## src/bmpg_pkg.sv

```systemverilog
package bmpg_pkg;

    localparam int GRID_MAX = 8;
    localparam int CELLS = GRID_MAX * GRID_MAX;
    localparam int DIM_W = 4;
    localparam int IDX_W = 3;
    localparam int SHIFT_W = 6;
    localparam int GRID_SIZE_DEFAULT = 8;

    typedef logic [CELLS-1:0] bitmap_t;

    typedef struct packed {
        bitmap_t base;
        logic    blank;
    } item_t;

    typedef struct packed {
        logic [DIM_W-1:0] w;
        logic [DIM_W-1:0] h;
    } dims_t;

    typedef struct packed {
        bitmap_t          pose_bitmap;
        logic [DIM_W-1:0] pose_width;
        logic [DIM_W-1:0] pose_height;
        logic             flipped;
        logic [IDX_W-1:0] pose_index;
        logic             last_pose;
    } result_t;

    function automatic bitmap_t grid_mask(bitmap_t b, int g);
        bitmap_t r;
        r = '0;
        for (int i = 0; i < CELLS; i++)
        begin
            if (i < g * g)
            begin
                r[i] = b[i];
            end
        end
        return r;
    endfunction

    function automatic bitmap_t rotate_ccw(bitmap_t b, int g);
        bitmap_t r;
        r = '0;
        for (int y = 0; y < GRID_MAX; y++)
        begin
            for (int x = 0; x < GRID_MAX; x++)
            begin
                if (y < g && x < g)
                begin
                    r[y * g + x] = b[x * g + g - 1 - y];
                end
            end
        end
        return r;
    endfunction

    function automatic bitmap_t mirror_diag(bitmap_t b, int g);
        bitmap_t r;
        r = '0;
        for (int y = 0; y < GRID_MAX; y++)
        begin
            for (int x = 0; x < GRID_MAX; x++)
            begin
                if (y < g && x < g)
                begin
                    r[y * g + x] = b[x * g + y];
                end
            end
        end
        return r;
    endfunction

    // A normalized shift is a plain right shift by the index of the top-left
    // corner of the bounding box.
    function automatic bitmap_t to_corner(bitmap_t b, int g);
        logic [GRID_MAX-1:0] row_occ;
        logic [GRID_MAX-1:0] col_occ;
        int                  my;
        int                  mx;
        logic [SHIFT_W-1:0]  sh;
        row_occ = '0;
        col_occ = '0;
        for (int y = 0; y < GRID_MAX; y++)
        begin
            for (int x = 0; x < GRID_MAX; x++)
            begin
                if (y < g && x < g && b[y * g + x])
                begin
                    row_occ[y] = 1'b1;
                    col_occ[x] = 1'b1;
                end
            end
        end
        my = 0;
        mx = 0;
        for (int i = GRID_MAX - 1; i >= 0; i--)
        begin
            if (row_occ[i])
            begin
                my = i;
            end
            if (col_occ[i])
            begin
                mx = i;
            end
        end
        sh = SHIFT_W'(my * g + mx);
        return b >> sh;
    endfunction

    function automatic dims_t pose_extent(bitmap_t b, int g);
        dims_t d;
        d.w = '0;
        d.h = '0;
        for (int y = 0; y < GRID_MAX; y++)
        begin
            for (int x = 0; x < GRID_MAX; x++)
            begin
                if (y < g && x < g && b[y * g + x])
                begin
                    if (DIM_W'(x + 1) > d.w)
                    begin
                        d.w = DIM_W'(x + 1);
                    end
                    if (DIM_W'(y + 1) > d.h)
                    begin
                        d.h = DIM_W'(y + 1);
                    end
                end
            end
        end
        return d;
    endfunction

endpackage

```

## src/bmpg_front.sv

```systemverilog
module bmpg_front #(
    parameter int GRID_SIZE = bmpg_pkg::GRID_SIZE_DEFAULT
) (
    input  bmpg_pkg::bitmap_t pattern,
    output bmpg_pkg::item_t   item
);

    bmpg_pkg::bitmap_t masked;
    bmpg_pkg::bitmap_t base;

    always_comb
    begin
        masked = bmpg_pkg::grid_mask(pattern, GRID_SIZE);
        base = bmpg_pkg::to_corner(masked, GRID_SIZE);
        item.base = base;
        item.blank = (base == '0);
    end

endmodule

```

## src/bmpg_queue.sv

```systemverilog
module bmpg_queue (
    input  logic            clk,
    input  logic            rst_n,
    input  logic            push,
    input  bmpg_pkg::item_t wr_item,
    output logic            full,
    input  logic            pop,
    output logic            valid,
    output bmpg_pkg::item_t rd_item
);

    bmpg_pkg::item_t mem_reg [2];
    logic            wr_ptr_reg;
    logic            wr_ptr_next;
    logic            rd_ptr_reg;
    logic            rd_ptr_next;
    logic [1:0]      count_reg;
    logic [1:0]      count_next;
    logic            do_push;
    logic            do_pop;

    assign full = (count_reg == 2'd2);
    assign valid = (count_reg != 2'd0);
    assign rd_item = mem_reg[rd_ptr_reg];
    assign do_push = push && !full;
    assign do_pop = pop && valid;

    always_comb
    begin
        wr_ptr_next = wr_ptr_reg ^ do_push;
        rd_ptr_next = rd_ptr_reg ^ do_pop;
        count_next = count_reg;
        if (do_push && !do_pop)
        begin
            count_next = count_reg + 2'd1;
        end
        else if (do_pop && !do_push)
        begin
            count_next = count_reg - 2'd1;
        end
    end

    always_ff @(posedge clk or negedge rst_n)
    begin
        if (!rst_n)
        begin
            wr_ptr_reg <= 1'b0;
            rd_ptr_reg <= 1'b0;
            count_reg <= 2'd0;
        end
        else
        begin
            wr_ptr_reg <= wr_ptr_next;
            rd_ptr_reg <= rd_ptr_next;
            count_reg <= count_next;
        end
    end

    always_ff @(posedge clk)
    begin
        if (do_push)
        begin
            mem_reg[wr_ptr_reg] <= wr_item;
        end
    end

endmodule

```

## src/bmpg_back.sv

```systemverilog
module bmpg_back #(
    parameter int GRID_SIZE = bmpg_pkg::GRID_SIZE_DEFAULT
) (
    input  logic              clk,
    input  logic              rst_n,
    input  logic              q_valid,
    input  bmpg_pkg::item_t   q_item,
    output logic              q_pop,
    output logic              res_valid,
    output bmpg_pkg::result_t res,
    input  logic              res_pop
);

    logic                           busy_reg;
    logic                           busy_next;
    logic                           face_reg;
    logic                           face_next;
    logic                           blank_reg;
    logic                           blank_next;
    bmpg_pkg::bitmap_t              cur_reg;
    bmpg_pkg::bitmap_t              cur_next;
    bmpg_pkg::bitmap_t              ref_reg;
    bmpg_pkg::bitmap_t              ref_next;
    logic [bmpg_pkg::IDX_W-1:0]     idx_reg;
    logic [bmpg_pkg::IDX_W-1:0]     idx_next;
    logic                           out_valid_reg;
    logic                           out_valid_next;
    bmpg_pkg::result_t              out_reg;
    bmpg_pkg::result_t              out_next;

    bmpg_pkg::bitmap_t              nxt_rot;
    bmpg_pkg::bitmap_t              flip_ref;
    bmpg_pkg::bitmap_t              flip_start;
    bmpg_pkg::dims_t                dims;
    logic                           emit;
    logic                           is_last;
    logic                           load;

    assign res_valid = out_valid_reg;
    assign res = out_reg;
    assign q_pop = load;

    // Each face is a cyclic rotation orbit, so a face ends as soon as the
    // sequence comes back to the first pose of that face.
    always_comb
    begin
        nxt_rot = bmpg_pkg::to_corner(bmpg_pkg::rotate_ccw(cur_reg, GRID_SIZE), GRID_SIZE);
        flip_ref = bmpg_pkg::mirror_diag(ref_reg, GRID_SIZE);
        flip_start = bmpg_pkg::to_corner(bmpg_pkg::rotate_ccw(flip_ref, GRID_SIZE), GRID_SIZE);
        dims = bmpg_pkg::pose_extent(cur_reg, GRID_SIZE);
        emit = busy_reg && (!out_valid_reg || res_pop);
        is_last = blank_reg || (face_reg && (cur_reg == ref_reg));
        load = q_valid && (!busy_reg || (emit && is_last));

        busy_next = busy_reg;
        face_next = face_reg;
        blank_next = blank_reg;
        cur_next = cur_reg;
        ref_next = ref_reg;
        idx_next = idx_reg;
        out_next = out_reg;
        out_valid_next = out_valid_reg && !res_pop;

        if (emit)
        begin
            out_next.pose_bitmap = cur_reg;
            out_next.pose_width = dims.w;
            out_next.pose_height = dims.h;
            out_next.flipped = face_reg;
            out_next.pose_index = idx_reg;
            out_next.last_pose = is_last;
            out_valid_next = 1'b1;
            idx_next = idx_reg + {{(bmpg_pkg::IDX_W-1){1'b0}}, 1'b1};
            if (is_last)
            begin
                busy_next = 1'b0;
            end
            else if (!face_reg && (nxt_rot == ref_reg))
            begin
                face_next = 1'b1;
                cur_next = flip_start;
                ref_next = flip_ref;
            end
            else
            begin
                cur_next = nxt_rot;
            end
        end

        if (load)
        begin
            busy_next = 1'b1;
            face_next = 1'b0;
            blank_next = q_item.blank;
            cur_next = q_item.base;
            ref_next = q_item.base;
            idx_next = '0;
        end
    end

    always_ff @(posedge clk or negedge rst_n)
    begin
        if (!rst_n)
        begin
            busy_reg <= 1'b0;
            out_valid_reg <= 1'b0;
        end
        else
        begin
            busy_reg <= busy_next;
            out_valid_reg <= out_valid_next;
        end
    end

    always_ff @(posedge clk)
    begin
        face_reg <= face_next;
        blank_reg <= blank_next;
        cur_reg <= cur_next;
        ref_reg <= ref_next;
        idx_reg <= idx_next;
        out_reg <= out_next;
    end

endmodule

```

## src/bit_matrix_pose_generator_core.sv

```systemverilog
// Pose generator for one piece pattern on a square grid of up to 8x8 cells.
// The input side is a queue: a 64-bit pattern is taken as a transaction when
// push is high and full is low. The pattern is moved to the upper-left
// corner and placed in a two-entry queue.
// The result side is a one-entry register: while empty is low the pose is on
// the result ports, and it leaves when pop is high. Each pattern gives the
// distinct face-up rotations, then the distinct flipped rotations, with
// last_pose set on the final one; an empty pattern gives one all-zero pose.
// The back end emits one pose per cycle while the receiver pops, and a
// pattern gives 1 to 8 distinct poses; that emission loop sets the throughput.
// A pattern passes the queue, the back end and the result register in turn.
// When the receiver stalls, the result register holds, the back end stops,
// and full rises once the two-entry queue is occupied.
// Reset empties the queue, the back end and the result register; no other state is kept.
module bit_matrix_pose_generator_core #(
    parameter int GRID_SIZE = bmpg_pkg::GRID_SIZE_DEFAULT
) (
    input  logic                            clk,
    input  logic                            rst_n,
    input  logic                            push,
    output logic                            full,
    input  logic [bmpg_pkg::CELLS-1:0]      pattern,
    output logic                            empty,
    input  logic                            pop,
    output logic [bmpg_pkg::CELLS-1:0]      pose_bitmap,
    output logic [bmpg_pkg::DIM_W-1:0]      pose_width,
    output logic [bmpg_pkg::DIM_W-1:0]      pose_height,
    output logic                            flipped,
    output logic [bmpg_pkg::IDX_W-1:0]      pose_index,
    output logic                            last_pose
);

    bmpg_pkg::item_t   front_item;
    bmpg_pkg::item_t   q_item;
    logic              q_valid;
    logic              q_pop;
    logic              res_valid;
    bmpg_pkg::result_t res;

    bmpg_front #(
        .GRID_SIZE(GRID_SIZE)
    ) u_front (
        .pattern(pattern),
        .item(front_item)
    );

    bmpg_queue u_queue (
        .clk(clk),
        .rst_n(rst_n),
        .push(push),
        .wr_item(front_item),
        .full(full),
        .pop(q_pop),
        .valid(q_valid),
        .rd_item(q_item)
    );

    bmpg_back #(
        .GRID_SIZE(GRID_SIZE)
    ) u_back (
        .clk(clk),
        .rst_n(rst_n),
        .q_valid(q_valid),
        .q_item(q_item),
        .q_pop(q_pop),
        .res_valid(res_valid),
        .res(res),
        .res_pop(pop)
    );

    assign empty = !res_valid;
    assign pose_bitmap = res.pose_bitmap;
    assign pose_width = res.pose_width;
    assign pose_height = res.pose_height;
    assign flipped = res.flipped;
    assign pose_index = res.pose_index;
    assign last_pose = res.last_pose;

    a_flip_not_first: assert property (@(posedge clk) disable iff (!rst_n)
        !empty |-> !(flipped && (pose_index == '0)))
        else $error("flipped pose shown as the first pose of a pattern");

    a_blank_single: assert property (@(posedge clk) disable iff (!rst_n)
        (!empty && (pose_bitmap == '0)) |-> (last_pose && (pose_index == '0)
            && (pose_width == '0) && (pose_height == '0) && !flipped))
        else $error("empty pose is not a single final result");

    a_normalized: assert property (@(posedge clk) disable iff (!rst_n)
        (!empty && (pose_bitmap != '0)) |-> ((|pose_bitmap[GRID_SIZE-1:0])
            && (pose_width != '0) && (pose_height != '0)))
        else $error("pose is not moved to the top row");

endmodule

```

## config.mk

```make
export PLATFORM = sky130hd
export DESIGN_NAME = bit_matrix_pose_generator_core
export DESIGN_NICKNAME = d
export VERILOG_FILES = /design/src/bmpg_pkg.sv /design/src/bmpg_front.sv /design/src/bmpg_queue.sv /design/src/bmpg_back.sv /design/src/bit_matrix_pose_generator_core.sv
export SDC_FILE = /design/constraint.sdc
export NUM_CORES = 1
export LEC_CHECK = 0
export BUFFER_PORTS_ARGS = -buffer_cell sky130_fd_sc_hd__buf_4
export CORE_UTILIZATION = 30
export DETAILED_ROUTE_END_ITERATION = 10
export GPL_TIMING_DRIVEN = 0
export PLACE_DENSITY = 0.5
export SYNTH_ARGS = -nofsm -noshare
export SYNTH_HDL_FRONTEND = slang
export SYNTH_SLANG_ARGS = --single-unit
```

## constraint.sdc

```tcl
create_clock -name clk -period 8.2 [get_ports clk]
set_input_delay 2.46 -clock clk [delete_from_list [all_inputs] [get_ports clk]]
set_output_delay 2.46 -clock clk [all_outputs]
set_load 0.1 [all_outputs]
```

==> summary.txt <==
STA
  • Worst Tran Pin Value: 1.57 ns
  • Fin crit share: 102%
  • Hold Slack: 0.414 ns
  • RSZ-0062 raised after global routing: false
  • Final Skew: 0.0489 ns
  • Setup ws final: -0.167 ns
  • Setup Viol. Count Final: 56
  • Worst rel slew slack: -5.48%
  • Total negative slack: -8.08 ns
  • Final Slew Violations: 6
  • Final Hold Fails: 0
  • Fmax: between 100 and 150 MHz
  • Fin crit period: approximately 8.4 ns

Cells and area
  • Layout Cells excl Fill: 4456
  • Largest register FFs: 130
  • Synthesis-to-finish area growth: 15.6%
  • Final net count: 3339
  • Layout cells sized above 1: around 11%

Critical path
  • CP bufs+invs: 5
  • WP data required: 8.42 ns
  • Crit path max-delay cell type: nor4_1
  • Slowest stage delay, CP: between 0.6 and 0.7 ns
  • Crit Path Max Fanout: 56
  • CP arrival: 8.59 ns
  • Crit-path cells: clkbuf_1 > nor4_4 > nand4_1 > a31oi_1 > buf_2 > buf_4 > o21ai_0 > mux2i_1 > mux2i_1 > a32o_1 > a21oi_1 > mux2i_1 > nand4_1 > nor4_1 > nand4_1 > nor3_4 > buf_2 > buf_2 > nand2_1 > nand2_8
  • Crit. End Element: flip-flop
  • Setup CP Type: flip-flop to flip-flop
  • CP delay by family, top: simple AND/OR/NAND/NOR gates
  • Critical Path Source Type: flip-flop

Route
  • Initial DRC Count: 4552
  • WL per Instance: roughly 38 um
  • Vias per cell: about 6.7
  • Via count: around 30000
  • Post-Route WL: 171000 um
  • DRC: 0
  • Top Metal Used: met5
  • Met2 routed WL: 73500 um
  • DRT antenna net count: 0
  • Routed length on met3: 17900 um
  • DRT Pass-1 Iters: 8
  • Wl on met1: 64900 um

Logic synthesis
  • Yosys reg bits: 346
  • Cells after Synth: slightly above 3000
  • Post-synth ARST share: 1.73%
  • Main flop type after synthesis: edfxtp_1
  • Yosys top cell by area: edfxtp_1
  • Distinct cell type count after synthesis: 98
  • Synth area leaders: edfxtp_1 38%, mux2i_1 7.0%, a21oi_1 4.9%, nand2_1 4.9%, nor2_1 4.5%
  • Post-synth EDFFs: 336
  • Post-synth design cell area: 0.0266 sq mm
  • Sequential fraction of the synthesis area: about two fifths
  • Mean Syn Cell Area: 8.64 sq um
  • Syn. warnings: 0
  • Syn nets: approximately 3100
  • Post-synth top area share: 38.0%

Clock tree
  • H-tree levels: 2
  • Clk slew on worst S/H paths: 0.06 ns
  • CTS buffer count: 41
  • CTS root buffer: clkbuf_16
  • TritonCTS clock tree: yes
  • Post-CTS Hold Fix Bufs: 0
  • Clock Sinks: 346
  • Clk Latency, worst-skew pair: 0.61 ns
  • Longest Clk Path Bufs: 3

Global route
  • All-Layer GR Usage: between 30 and 40%
  • Grt total ovfl: 0
  • First-pass GRT wire length: 231000 um
  • Initial antenna violation count: 6
  • Vias in the first global route: between 20000 and 30000
  • Largest net degree at the start of global routing: 71

Place
  • Dpl cells: 4380
  • # port buffers: 142
  • DP Wirelength: 134000 um
  • GPL Wtd Cong: 1.12

Floorplanning
  • Total die area: between 0.08 and 0.09 sq mm
  • Top-Level Pins: roughly 150
  • Chip height: 300 um
  • Die X: 300 um
  • Std cell rows: 108
  • Core Box Area: 0.0873 sq mm
  • Initial Utilization: 30.4%

Power and ir drop
  • Worst vdd rail ir drop: 283 uV
  • PD cells: ~420 mW/mm^2
  • Switch Pwr: roughly 7.4 mW
  • Clock power frac: 13.7%
  • Flop pwr share: between 20% and 30%
  • Logic pwr share: slightly below 60%
  • Int Power: 5.63 mW
  • Design Power: 13.0 mW
  • Leakage: 10.8 nW
  • Sw frac: a little under three fifths

Run
  • MaxCap Viol Count: 3

Outcome
  • Status: complete, but fails checks
  • Violated checks: capacitance limit, slew limit, setup timing

Hold path
  • Type of the tightest min-delay check: flip-flop to flip-flop
[cell usage in the layout (no fill, tap or decap), types with 42 or more instances in the layout]
cell,count
nand2_1,344
edfxtp_1,336
nor2_1,320
a21oi_1,260
clkbuf_1,208
mux2i_1,186
buf_4,154
o21ai_0,152
a211oi_1,104
nor4_1,84
nor3_1,74
nand3_1,65
o22ai_1,51
nor2b_1,48
inv_1,43
a31oi_1,42
clkbuf_16,42
[metrics by stage]
stage / utilization, % / instance area [sq um] / setup WS [ns]
after floorplan: - / 26600 / 0.386
after global placement: 33.3 / 29100 / -2.70
after detailed placement: 33.6 / 29300 / -0.601
after CTS: 35.1 / 30600 / 0.0239
after global routing: 35.2 / 30700 / 0.00444
final: 35.2 / 30700 / -0.167
[routing by layer]
layer / vias up / global-route usage, %
met4: 4 / 24.8
met1: 14615 / 46.1
met5: - / 0
li1: 12166 / -
met2: 2339 / 56.8
met3: 660 / 8.17
[Yosys cell counts (all sizes together) (41+ instances only)]
| library cell | number |
|---|---|
| xnor2 | 41 |
| a211oi | 108 |
| nor3 | 76 |
| buf | 78 |
| o21ai | 172 |
| nor4 | 96 |
| a21oi | 263 |
| o22ai | 51 |
| nand3 | 65 |
| a31oi | 43 |
| mux2i | 187 |
| nand2 | 346 |
| edfxtp | 336 |
| nor2 | 321 |
| inv | 45 |
| clkbuf | 209 |
| nor2b | 48 |
| or4 | 42 |
[worst reg2reg max path: stages, from the launching register on]
cell,delay (ns)
edfxtp_1,0.38
clkbuf_1,0.57
nor4_4,0.64
nand4_1,0.44
a31oi_1,0.41
buf_2,0.30
buf_4,0.24
o21ai_0,0.14
mux2i_1,0.40
mux2i_1,0.27
a32o_1,0.26
a21oi_1,0.54
mux2i_1,0.26
nand4_1,0.13
nor4_1,0.66
nand4_1,0.37
nor3_4,0.55
buf_2,0.42
buf_2,0.35
nand2_1,0.19
nand2_8,0.40
[cell families (layout without fill, tap and decap cells)]
kind of cell / Yosys count / in the layout / synth area share (%)
xor+xnor: 81 / 81 / 2.67
other cells: 0 / 3 / 0
buf+inv: 333 / 556 / 5.16
flops: 346 / 346 / 38.8
fa+ha+maj: 4 / 4 / 0.188
mux: 220 / 220 / 8.61
simple gates: 1134 / 1134 / 20.5
compound gates: 957 / 957 / 24.1
[power by group through the flow]
| stage | registers (mW) | logic, mW | clock network (mW) |
|---|---|---|---|
| 6_report | 3.68 | 7.55 | 1.79 |
| 3_3_place_gp | 3.70 | 7.13 | 0 |
| 2_1_floorplan | 4.20 | 3.16 | 0 |
| 5_1_grt | 3.67 | 7.55 | 1.87 |
| 3_5_place_dp | 3.62 | 7.15 | 0 |
| 4_1_cts | 3.59 | 7.17 | 1.81 |
[layout make-up]
type | instances | area, sq um
clock inverter | 24 | 205
inverter | 46 | 175
multi-input combinational | 2396 | 15100
tap | 1155 | 1450
timing repair buffer | 150 | 1220
sequential | 346 | 10300
clock buffer | 50 | 1080
fill | 9361 | 56600
buffer | 286 | 1200
antenna | 3 | 7.51
[final timing paths]
check,from,endpoint,slack [ns],cells past startpoint
min in group asynchronous,rst_n,u_back.res_valid,1.69,1
worst max-delay path,u_back.cur_reg[51],u_back.ref_reg[56],-0.17,20
worst min register to register,u_back.cur_reg[25],u_back.res[38],0.41,0
worst min-delay path,u_back.cur_reg[25],u_back.res[38],0.41,0
worst max register to register,u_back.cur_reg[51],u_back.ref_reg[56],-0.17,20
max in group asynchronous,rst_n,u_queue.count_reg[0],6.39,1
[timing repair]
| action | CTS | global route |
|---|---|---|
| setup endpoints to repair | 61 | 74 |
| endpoints found under the hold margin | 0 | 0 |
| pin swaps | 0 | 2 |
| setup buffers | 0 | 0 |
| resized for setup | 5 | 31 |
Power figures use the tool's default switching activity.
